--- config.mk ---
export PLATFORM = sky130hd
export DESIGN_NAME = led_blink_pattern_sequencer
export DESIGN_NICKNAME = d
export VERILOG_FILES = /design/src/rtl/core/lbps_pkg.sv /design/src/rtl/core/lbps_timing.sv /design/src/rtl/core/lbps_core.sv /design/src/rtl/core/led_blink_pattern_sequencer.sv
export SDC_FILE = /design/constraint.sdc
export NUM_CORES = 1
export LEC_CHECK = 0
export BUFFER_PORTS_ARGS = -buffer_cell sky130_fd_sc_hd__buf_4
export CAP_MARGIN = 20
export CORE_ASPECT_RATIO = 0.9
export CORE_MARGIN = 3
export CORE_UTILIZATION = 55
export CTS_CLUSTER_DIAMETER = 40
export DETAILED_ROUTE_END_ITERATION = 8
export HOLD_SLACK_MARGIN = 0.12
export PLACE_DENSITY = 0.81
export SLEW_MARGIN = 25
export SYNTH_ARGS = -nofsm -noshare
export SYNTH_HDL_FRONTEND = slang
export SYNTH_SLANG_ARGS = --single-unit
--- constraint.sdc ---
create_clock -name clk_i -period 20 [get_ports clk_i]
set_clock_uncertainty 0.2 [all_clocks]
set_input_delay 3 -clock clk_i [delete_from_list [all_inputs] [get_ports clk_i]]
set_output_delay 3 -clock clk_i [all_outputs]
set_load 0.02 [all_outputs]
--- src/rtl/core/lbps_pkg.sv ---
// ----------------------------------------------------------------------------
// LED blink pattern sequencer package
// Shared beat types, command and phase codes, register map and the constants
// of the on-time calculation.
// ----------------------------------------------------------------------------
package lbps_pkg;

  // Command codes carried by an input beat.
  localparam logic [1:0] REQ_TICK  = 2'd0;
  localparam logic [1:0] REQ_START = 2'd1;
  localparam logic [1:0] REQ_STOP  = 2'd2;
  localparam logic [1:0] REQ_RESET = 2'd3;

  // Pattern phase codes.
  localparam logic [1:0] PH_IDLE = 2'd0;
  localparam logic [1:0] PH_ON   = 2'd1;
  localparam logic [1:0] PH_OFF  = 2'd2;
  localparam logic [1:0] PH_DONE = 2'd3;

  // Configuration register map.
  localparam int unsigned CfgIdxW  = 8;
  localparam int unsigned CfgDataW = 16;
  localparam logic [CfgIdxW-1:0] REG_CYCLE_MS     = 8'd0;
  localparam logic [CfgIdxW-1:0] REG_ON_RATIO     = 8'd1;
  localparam logic [CfgIdxW-1:0] REG_COUNTED_MODE = 8'd2;
  localparam logic [CfgIdxW-1:0] REG_BLINK_LIMIT  = 8'd3;

  // Register values after reset.
  localparam logic [15:0] CycleMsRst     = 16'd1000;
  localparam logic [6:0]  OnRatioRst     = 7'd50;
  localparam logic        CountedModeRst = 1'b0;
  localparam logic [15:0] BlinkLimitRst  = 16'd0;

  // On time is floor(cycle_ms * ratio / 100). The product fits in 23 bits;
  // the division uses ceil(2^30 / 100), which is exact over that range.
  localparam logic [6:0]  RatioMax    = 7'd100;
  localparam int unsigned ProdW       = 23;
  localparam int unsigned RecipW      = 24;
  localparam int unsigned RecipShift  = 30;
  localparam logic [RecipW-1:0] RecipM = 24'd10737419;

  // Cycles the derived timing needs to follow a register write.
  localparam logic [1:0] SettleCycles = 2'd3;

  typedef struct packed {
    logic [15:0] cycle_ms;
    logic [6:0]  on_ratio;
    logic        counted_mode;
    logic [15:0] blink_limit;
  } cfg_t;

  typedef struct packed {
    logic [15:0] on_ms;
    logic [15:0] off_ms;
    logic        full_duty;
  } timing_t;

  typedef struct packed {
    logic [1:0]  req_type;
    logic [31:0] now_ms;
  } in_beat_t;

  typedef struct packed {
    logic        led_on;
    logic        active;
    logic [1:0]  phase_code;
    logic [15:0] cycles_done;
  } out_beat_t;

endpackage

--- src/rtl/core/lbps_timing.sv ---
// ----------------------------------------------------------------------------
// LED blink phase timing
// Derives the on and off durations from the configuration registers in a
// three-stage pipeline: duty product, reciprocal divide, off-time subtract.
// ----------------------------------------------------------------------------
module lbps_timing (
  input  logic            clk_i,
  input  lbps_pkg::cfg_t  cfg_i,
  output lbps_pkg::timing_t timing_o
);

  logic [6:0]                                    ratio;
  logic [lbps_pkg::ProdW-1:0]                    prod_d, prod_q;
  logic [lbps_pkg::ProdW+lbps_pkg::RecipW-1:0]   recip_prod;
  logic [15:0]                                   on_ms_d, on_ms_q;
  logic [15:0]                                   off_ms_d, off_ms_q;
  logic [15:0]                                   on_ms_hold_q;

  // Stage one: clamp the ratio to one hundred percent and form the product.
  assign ratio  = (cfg_i.on_ratio > lbps_pkg::RatioMax) ? lbps_pkg::RatioMax
                                                        : cfg_i.on_ratio;
  assign prod_d = lbps_pkg::ProdW'(cfg_i.cycle_ms) * lbps_pkg::ProdW'(ratio);

  // Stage two: divide by one hundred through the reciprocal.
  assign recip_prod = (lbps_pkg::ProdW + lbps_pkg::RecipW)'(prod_q) *
                      (lbps_pkg::ProdW + lbps_pkg::RecipW)'(lbps_pkg::RecipM);
  assign on_ms_d    = recip_prod[lbps_pkg::RecipShift +: 16];

  // Stage three: the off time is the rest of the period.
  assign off_ms_d = cfg_i.cycle_ms - on_ms_q;

  always_ff @(posedge clk_i) begin
    prod_q       <= prod_d;
    on_ms_q      <= on_ms_d;
    off_ms_q     <= off_ms_d;
    on_ms_hold_q <= on_ms_q;
  end

  // The on time never exceeds the period, so full duty means no off time.
  assign timing_o.on_ms     = on_ms_hold_q;
  assign timing_o.off_ms    = off_ms_q;
  assign timing_o.full_duty = (off_ms_q == 16'd0);

endmodule

--- src/rtl/core/lbps_core.sv ---
// ----------------------------------------------------------------------------
// LED blink sequencer core
// Input register, phase state update and result register. Unless stalled or
// held, one beat is processed per cycle; the phase state is updated with the result.
// ----------------------------------------------------------------------------
module lbps_core (
  input  logic                 clk_i,
  input  logic                 rst_ni,
  input  logic                 hold_i,
  input  lbps_pkg::cfg_t       cfg_i,
  input  lbps_pkg::timing_t    timing_i,
  input  logic                 in_valid_i,
  output logic                 in_stall_o,
  input  lbps_pkg::in_beat_t   in_beat_i,
  output logic                 out_valid_o,
  input  logic                 out_stall_i,
  output lbps_pkg::out_beat_t  out_beat_o
);

  logic                 in_valid_q;
  lbps_pkg::in_beat_t   in_beat_q;
  logic                 out_valid_q;
  lbps_pkg::out_beat_t  out_beat_d, out_beat_q;
  logic                 out_free, fire, accept;

  logic [1:0]  phase_d, phase_q;
  logic [31:0] start_ms_d, start_ms_q;
  logic [15:0] count_d, count_q;
  logic [31:0] elapsed;
  logic [15:0] count_inc;
  logic        on_last;

  // Handshake: the result register frees up when empty or being taken.
  assign out_free   = !out_valid_q || !out_stall_i;
  assign fire       = in_valid_q && out_free;
  assign in_stall_o = hold_i || (in_valid_q && !out_free);
  assign accept     = in_valid_i && !in_stall_o;

  // Input register.
  always_ff @(posedge clk_i or negedge rst_ni) begin
    if (!rst_ni) begin
      in_valid_q <= 1'b0;
    end else if (accept) begin
      in_valid_q <= 1'b1;
    end else if (fire) begin
      in_valid_q <= 1'b0;
    end
  end

  always_ff @(posedge clk_i) begin
    if (accept) begin
      in_beat_q <= in_beat_i;
    end
  end

  // Helpers for the tick checks.
  assign elapsed   = in_beat_q.now_ms - start_ms_q;
  assign count_inc = (count_q == 16'hFFFF) ? count_q : count_q + 16'd1;
  assign on_last   = cfg_i.counted_mode && timing_i.full_duty &&
                     (({1'b0, count_q} + 17'd1) >= {1'b0, cfg_i.blink_limit});

  // Phase state update for the beat in the input register.
  always_comb begin
    phase_d    = phase_q;
    start_ms_d = start_ms_q;
    count_d    = count_q;
    unique case (in_beat_q.req_type)
      lbps_pkg::REQ_START: begin
        count_d    = 16'd0;
        start_ms_d = in_beat_q.now_ms;
        if (cfg_i.on_ratio == 7'd0) begin
          phase_d = cfg_i.counted_mode ? lbps_pkg::PH_DONE : lbps_pkg::PH_OFF;
        end else begin
          phase_d = lbps_pkg::PH_ON;
        end
      end
      lbps_pkg::REQ_STOP: begin
        phase_d = lbps_pkg::PH_IDLE;
      end
      lbps_pkg::REQ_RESET: begin
        phase_d    = lbps_pkg::PH_IDLE;
        start_ms_d = 32'd0;
        count_d    = 16'd0;
      end
      lbps_pkg::REQ_TICK: begin
        unique case (phase_q)
          lbps_pkg::PH_ON: begin
            if (elapsed >= {16'd0, timing_i.on_ms}) begin
              start_ms_d = in_beat_q.now_ms;
              phase_d    = on_last ? lbps_pkg::PH_DONE : lbps_pkg::PH_OFF;
            end
          end
          lbps_pkg::PH_OFF: begin
            if (elapsed >= {16'd0, timing_i.off_ms}) begin
              start_ms_d = in_beat_q.now_ms;
              count_d    = count_inc;
              if (cfg_i.counted_mode && (count_inc >= cfg_i.blink_limit)) begin
                phase_d = lbps_pkg::PH_DONE;
              end else begin
                phase_d = lbps_pkg::PH_ON;
              end
            end
          end
          lbps_pkg::PH_IDLE, lbps_pkg::PH_DONE: begin
            // Not running: a tick changes nothing.
          end
        endcase
      end
    endcase
  end

  // The led is lit only in the on phase; the pattern runs in on and off.
  always_comb begin
    out_beat_d.led_on      = (phase_d == lbps_pkg::PH_ON);
    out_beat_d.active      = (phase_d == lbps_pkg::PH_ON) ||
                             (phase_d == lbps_pkg::PH_OFF);
    out_beat_d.phase_code  = phase_d;
    out_beat_d.cycles_done = count_d;
  end

  // Phase state and result valid.
  always_ff @(posedge clk_i or negedge rst_ni) begin
    if (!rst_ni) begin
      phase_q     <= lbps_pkg::PH_IDLE;
      start_ms_q  <= 32'd0;
      count_q     <= 16'd0;
      out_valid_q <= 1'b0;
    end else begin
      if (fire) begin
        phase_q    <= phase_d;
        start_ms_q <= start_ms_d;
        count_q    <= count_d;
      end
      if (fire) begin
        out_valid_q <= 1'b1;
      end else if (!out_stall_i) begin
        out_valid_q <= 1'b0;
      end
    end
  end

  // Result register.
  always_ff @(posedge clk_i) begin
    if (fire) begin
      out_beat_q <= out_beat_d;
    end
  end

  assign out_valid_o = out_valid_q;
  assign out_beat_o  = out_beat_q;

endmodule

--- src/rtl/core/led_blink_pattern_sequencer.sv ---
// ----------------------------------------------------------------------------
// LED blink pattern sequencer
// Duty-cycle LED blinker driven by timestamped tick and command beats, with
// continuous and counted modes.
// ----------------------------------------------------------------------------
// Usage:
//   Input channel (in_valid_i / in_stall_o / in_beat_i): each beat is a tick,
//   start, stop or reset command with the current millisecond timestamp.
//   Output channel (out_valid_o / out_stall_i / out_beat_o): exactly one
//   result beat per input beat, in order: led level, running flag, phase and
//   completed cycle count after the update.
//   Configuration channel (cfg_valid_i / cfg_ready_o): register index and
//   data; always ready. Write only while no beat is in flight.
//   A beat accepted into the input register passes through the combinational
//   phase update into the result register. Throughput: one beat per cycle,
//   unless the receiver stalls or the input is held while the timing settles.
//   After reset and after each register write, the input channel stalls
//   while the on/off durations are rederived (multiply, divide by one
//   hundred, subtract).
//   When the receiver stalls, the result holds and the input register takes
//   one more beat only if it was empty; then the input channel stalls as well.
//   Reset clears the phase to idle, the count and phase timestamp to zero and
//   loads the register defaults.
// ----------------------------------------------------------------------------
module led_blink_pattern_sequencer (
  input  logic                               clk_i,
  input  logic                               rst_ni,
  input  logic                               in_valid_i,
  output logic                               in_stall_o,
  input  lbps_pkg::in_beat_t                 in_beat_i,
  output logic                               out_valid_o,
  input  logic                               out_stall_i,
  output lbps_pkg::out_beat_t                out_beat_o,
  input  logic                               cfg_valid_i,
  output logic                               cfg_ready_o,
  input  logic [lbps_pkg::CfgIdxW-1:0]       cfg_index_i,
  input  logic [lbps_pkg::CfgDataW-1:0]      cfg_data_i
);

  lbps_pkg::cfg_t    cfg_q;
  lbps_pkg::timing_t timing;
  logic [1:0]        settle_q;
  logic              cfg_write;

  assign cfg_ready_o = 1'b1;
  assign cfg_write   = cfg_valid_i && cfg_ready_o;

  // Configuration registers; writes to unknown indexes are dropped.
  always_ff @(posedge clk_i or negedge rst_ni) begin
    if (!rst_ni) begin
      cfg_q.cycle_ms     <= lbps_pkg::CycleMsRst;
      cfg_q.on_ratio     <= lbps_pkg::OnRatioRst;
      cfg_q.counted_mode <= lbps_pkg::CountedModeRst;
      cfg_q.blink_limit  <= lbps_pkg::BlinkLimitRst;
    end else if (cfg_write) begin
      unique case (cfg_index_i)
        lbps_pkg::REG_CYCLE_MS:     cfg_q.cycle_ms     <= cfg_data_i[15:0];
        lbps_pkg::REG_ON_RATIO:     cfg_q.on_ratio     <= cfg_data_i[6:0];
        lbps_pkg::REG_COUNTED_MODE: cfg_q.counted_mode <= cfg_data_i[0];
        lbps_pkg::REG_BLINK_LIMIT:  cfg_q.blink_limit  <= cfg_data_i[15:0];
        default: begin
        end
      endcase
    end
  end

  // Hold off input beats until the derived timing has caught up.
  always_ff @(posedge clk_i or negedge rst_ni) begin
    if (!rst_ni) begin
      settle_q <= lbps_pkg::SettleCycles;
    end else if (cfg_write) begin
      settle_q <= lbps_pkg::SettleCycles;
    end else if (settle_q != 2'd0) begin
      settle_q <= settle_q - 2'd1;
    end
  end

  lbps_timing u_timing (
    .clk_i    (clk_i),
    .cfg_i    (cfg_q),
    .timing_o (timing)
  );

  lbps_core u_core (
    .clk_i       (clk_i),
    .rst_ni      (rst_ni),
    .hold_i      (settle_q != 2'd0),
    .cfg_i       (cfg_q),
    .timing_i    (timing),
    .in_valid_i  (in_valid_i),
    .in_stall_o  (in_stall_o),
    .in_beat_i   (in_beat_i),
    .out_valid_o (out_valid_o),
    .out_stall_i (out_stall_i),
    .out_beat_o  (out_beat_o)
  );

endmodule
Word-level counts from Yosys, hierarchy flattened
Index checks and enable logic that the tools add are counted.
W data, S select, Z words.
{"block": "classes", "n_mul": 2, "n_reduce_logical": 28, "n_mux": 23, "order_cmp": 5, "add_sub_neg": 5, "eq_ne": 15}
{"op": "$pmux W32 S3", "n": 1}
{"op": "$ge A32 B16 Y1", "n": 2}
{"op": "$mux W32", "n": 2}
{"op": "$pmux W32 S2", "n": 1}
{"op": "$mux W16", "n": 3}
{"op": "$mul A23 B24 Y46 const B", "n": 1}
{"op": "$pmux W16 S2", "n": 1}
{"op": "$sub A32 B32 Y32", "n": 1}
{"op": "$mul A16 B7 Y23", "n": 1}
{"op": "$add A16 B1 Y17 const B", "n": 1}
{"op": "$ge A17 B16 Y1", "n": 1}
{"op": "$add A16 B1 Y16 const B", "n": 1}
{"op": "$eq A16 B16 Y1 const B", "n": 1}
{"op": "$eq A8 B2 Y1 const B", "n": 2}
{"op": "$ge A16 B16 Y1", "n": 1}
{"op": "$logic_not A16 Y1", "n": 1}
{"op": "$sub A16 B16 Y16", "n": 1}
{"op": "$mux W2", "n": 6}
{"op": "$ne A3 B2 Y1 const B", "n": 3}
{"op": "$eq A2 B2 Y1 const B", "n": 4}
{"op": "$eq A8 B1 Y1 const B", "n": 1}
{"op": "$logic_not A8 Y1", "n": 1}
{"op": "$reduce_and A2 Y1", "n": 4}
{"op": "$gt A7 B7 Y1 const B", "n": 1}
{"op": "16 further kinds", "n": 36}
{"block": "word_totals", "inputBits": 63, "regBits": 219, "out_inout_bits": 23, "elab_cells": 98}

Depth between registers and ports, before layout
{"block": "depth", "depth_word": 10, "mapped_depth": 28, "mapped_depth_nobuf": 28}

Cells and area by module
Synthesis repeated with hierarchy kept, for this count alone.
{"block": "unflattened", "cells_unflattened": 2677, "hier_area_um2": 25953.6}
{"mod": "lbps_timing", "seq_area_each_um2": 1421.4, "cells_each": 1469, "n_inst": 1, "area_per_inst_um2": 14513.9}
{"mod": "lbps_core", "seq_area_each_um2": 2922.8, "cells_each": 1107, "n_inst": 1, "area_per_inst_um2": 9679.3}
{"mod": "led_blink_pattern_sequencer", "seq_area_each_um2": 1064.8, "cells_each": 101, "n_inst": 1, "area_per_inst_um2": 1760.4}

Worst setup path after synthesis
No wires, ideal clock.
{"block": "synth_path", "kind": "register to register", "startpoint": "register u_timing.prod_q[6] (netlist bit)", "endpoint": "register u_timing.on_ms_q[13]", "n_path_buf": 0, "setup_ns": 0.123, "period_less_slack_ns": 7.056, "t_arrival_ns": 6.733, "required_ns": 19.677, "path_slack_ns": 12.944, "path_stages_with_launch": 27, "path_cell_list": "dfxtp_1 inv_1 fa_1 inv_1 fa_1 inv_1 fa_1 fa_1 inv_1 fa_1 fa_1 inv_1 fa_1 inv_1 ha_1 o21a_1 o21a_1 o21ai_0 a21oi_1 a221oi_1 o31a_1 o21ai_0 a211oi_1 o21ai_0 a21oi_1 o21bai_1 xor2_1"}
{"block": "synth_between", "elab_chain_len": 1}
{"item": "start, declared", "line": "lbps_timing.sv:13", "rtl": "logic [lbps_pkg::ProdW-1:0] prod_d, prod_q;"}
{"item": "start signal, assigned", "line": "lbps_timing.sv:33", "rtl": "prod_q <= prod_d;"}
{"item": "$mul A23 B24 Y46", "line": "lbps_timing.sv:25", "rtl": "assign recip_prod = (lbps_pkg::ProdW + lbps_pkg::RecipW)'(prod_q) *"}
{"item": "via u_timing.recip_prod (one bit)", "line": "lbps_timing.sv:14", "rtl": "logic [lbps_pkg::ProdW+lbps_pkg::RecipW-1:0] recip_prod;"}
{"item": "end signal, assigned", "line": "lbps_timing.sv:34", "rtl": "on_ms_q <= on_ms_d;"}
{"item": "end, declared", "line": "lbps_timing.sv:15", "rtl": "logic [15:0] on_ms_d, on_ms_q;"}
The timed path passes the listed nets, and every way through them passes these cells.
A chain may end at the register's enable or synchronous reset.

Final worst setup path
Ends and elaborated chain as after synthesis.

==> metrics.csv <==
metric,value,unit
fin crit share,39.7,%
#FFs+latches synth,219,
port buffer count,84,
Cells after Synth,2396,
DR DRC count,0,
H-Tree Depth,2,
leading area contributor after synthesis,fa_1,
final hold vios,0,
type of origin of the critical path,flop,
share of layout cells above drive strength 1,9.99,%
Setup Viol. Count Final,0,
clk sinks,219,
unrepaired setup endpoints after global routing,no,
Vias,17400,
final wirelength,57900,um
Mapped Area,24100,sq um
FF-to-FF path depth,26,
fin crit period,7.93,ns
Fin Setup TNS,0,ns
die area,46300,sq um
Async SR Flop Fraction,42.9,%
CTS root buf,clkbuf_16,
Ys Warns,0,
Vias/cell,5.66,
max-slew violations,0,
Core ar.,43100,sq um
Post-CTS Setup Repair Bufs,0,
Row Count,72,
Post-DP HPWL,47100,um
post-DR wirelength/cell,18.9,um
Critical Path Sink Type,flop,
chip height,204,um
Max-Cap Viols,0,
GRT Resource Usage Total,25.9,%
Starting DRT DRC Count,1201,
vias in the first global route,18300,
"Slowest-stage cell, CP",fa_1,
WP data arrival,8.16,ns
"top cells by area, synth","fa_1 (22%), ha_1 (21%), dfrtp_1 (8.6%), inv_1 (8.0%), edfxtp_1 (6.7%)",
Starting Density,55.9,%
CP max stage delay,0.54,ns
initial antenna violation count,2,
Post-synth EDFFs,54,
post-CTS sizing,0,
share of the synthesized area in the top cell type,22.1,%
Worst Path Required,20.23,ns
CTS tree,done,
worst-case clock buffer depth,3,
Area Overhead vs Synth,10.6,%
Slew HR,32.5,%
Hold Path Class,reg2reg,
peak supply drop,0.0000764,V
nets,3206,
I/O pins,86,
"Seq/Total Area, Yosys",22.5,%
"Distinct cells, synth",83,
first drt pass iteration count,5,
Most common cell on crit path,fa_1,
maximum clock rate,126,MHz
hold path cells,0,
Clock transition at path regs,0.06,ns
"Max FO, Critical Path",7,
total CTS buffers,39,
clk_lat worst skew,0.55,ns
Static Leak,14.2,nW
syn_area_per_cell,10.0,sq um
Detail Route Antenna Nets,0,
status,"complete, no violations",
pwr dens,87.2,nW/um^2
internal reg-to-reg setup slack,12.07,ns
critical path type,reg2reg,
Synth Flop Type,dfrtp_1,
Worst Tran Pin Value,0.999,ns
GPL Wtd Cong,0.959,
total gr overflow,0,
pin count of the biggest net entering global routing,77,
final hold slack,0.152,ns
Syn Nets,3120,
first-pass GRT wire length,95100,um
hold_buf cts,0,
DIE WIDTH,226,um
through the flow:
step / power, W / cells / cell area [sq um] / utilization (%) / worst slack, ns
3_3_place_gp: 0.00157 / 2995 / 25200 / 58.5 / 12.35
5_1_grt: 0.00250 / 3070 / 26600 / 61.8 / 11.64
4_1_cts: 0.00232 / 3067 / 26600 / 61.7 / 12.14
3_5_place_dp: 0.00161 / 2995 / 25200 / 58.5 / 12.18
2_1_floorplan: 0.00135 / 2396 / 24100 / - / 12.94
6_report: 0.00232 / 3070 / 26600 / 61.8 / 12.07
cells in the final DEF, fill, tap and decap left out, types with 24 or more instances in the layout:
master,count
xnor2_1,59
dfxtp_1,71
mux2_2,39
fa_1,265
nor3_1,24
xor2_1,26
edfxtp_1,54
and2_1,50
nor2_1,92
nand2b_1,27
a21o_1,43
nand3_1,37
dfrtp_1,83
inv_1,514
a21oi_1,78
and3_1,34
nand2_1,114
o21ai_0,58
buf_4,89
clkbuf_16,40
a22o_1,43
ha_1,396
worst max-delay path, delay by kind of cell, from the launching register on:
kind | cells | cell delay, ns
AOI/OAI and AO/OA | 11 | 2.66
xor gates and xnor gates | 1 | 0.14
adders and majority gates | 8 | 3.88
buffers and inverters | 6 | 0.47
DFF | 1 | 0.51
final timing paths:
check	start	endpoint
setup / recovery	u_timing.prod_q[6]	u_timing.on_ms_q[13]
hold / removal	u_timing.on_ms_q[2]	u_timing.on_ms_hold_q[2]
setup reg to reg	u_timing.prod_q[6]	u_timing.on_ms_q[13]
hold reg to reg	u_timing.on_ms_q[2]	u_timing.on_ms_hold_q[2]
max in group asynchronous	rst_ni	u_core.start_ms_q[9]
min in group asynchronous	rst_ni	u_core.count_q[14]
report_power, final:
part / switching [W] / internal (W) / leakage, nW / total, W
clock network: 0.000254 / 0.000435 / 0.680 / 0.000689
registers: 0.0000555 / 0.000528 / 2.32 / 0.000583
logic: 0.000610 / 0.000438 / 11.2 / 0.00105
total: 0.000920 / 0.00140 / 14.2 / 0.00232
logic make-up after synthesis:
family	Yosys count	synth area share [%]
xor gates and xnor gates	85	3.09
and+or+nand+nor	451	9.51
other	1	0.0156
AOI/OAI and AO/OA	363	10.7
muxes	55	2.49
adders and majority gates	661	42.6
DFF	219	22.5
buffers and inverters	561	9.02
per-layer routing:
metal  GRT usage [%]  wire length [um]
met4            6.43              1310
met5               0                 0
met2            41.3             26500
met1            36.5             25800
met3            5.06              4320
flip-flops by register name, summed over array words and instances, names as in the netlist:
signal and count:
u_core.start_ms_q 32, u_core.in_beat_q 34, u_timing.on_ms_hold_q 16, u_core.phase_q 2, u_core.in_valid_q 1, u_core.out_beat_o 20, u_core.count_q 16, settle_q 2
u_timing.on_ms_q 16, u_timing.off_ms_q 16, u_timing.prod_q 23, u_core.out_valid_o 1, cfg_q 40
synthesized netlist by cell type, drive strengths merged (4+ instances only):
cell type    n
o21bai      11
or3          4
nand2b      27
nand3b       4
ha         396
nor4         7
xor2        26
o211ai       9
dfstp       11
and2        51
a211oi      21
nand4       18
a2111oi      6
a21oi       80
nor3        25
mux2        39
and3        34
nand2      114
clkbuf      29
nand3       37
fa         265
o21a        14
or2          8
a31oi       18
o31a         4
dfxtp       71
buf         17
mux2i       16
a21o        44
a31o         4
nor2        92
xnor2       59
o21ai       61
edfxtp      54
nor2b       18
o31ai        5
a21boi       7
dfrtp       83
inv        515
a22o        47
final cells by class:
class                   instances  area, sq um
multi-input cells            1616        16500
fillers                      3434        16400
flip-flops and latches        219         5410
inverters                     515         1930
clock buffers                  48         1080
repair buffers                 91          707
well taps                     555          694
clock inverters                24          298
diodes                          2         5.00
No activity file was read; power rests on OpenSTA's default activity.
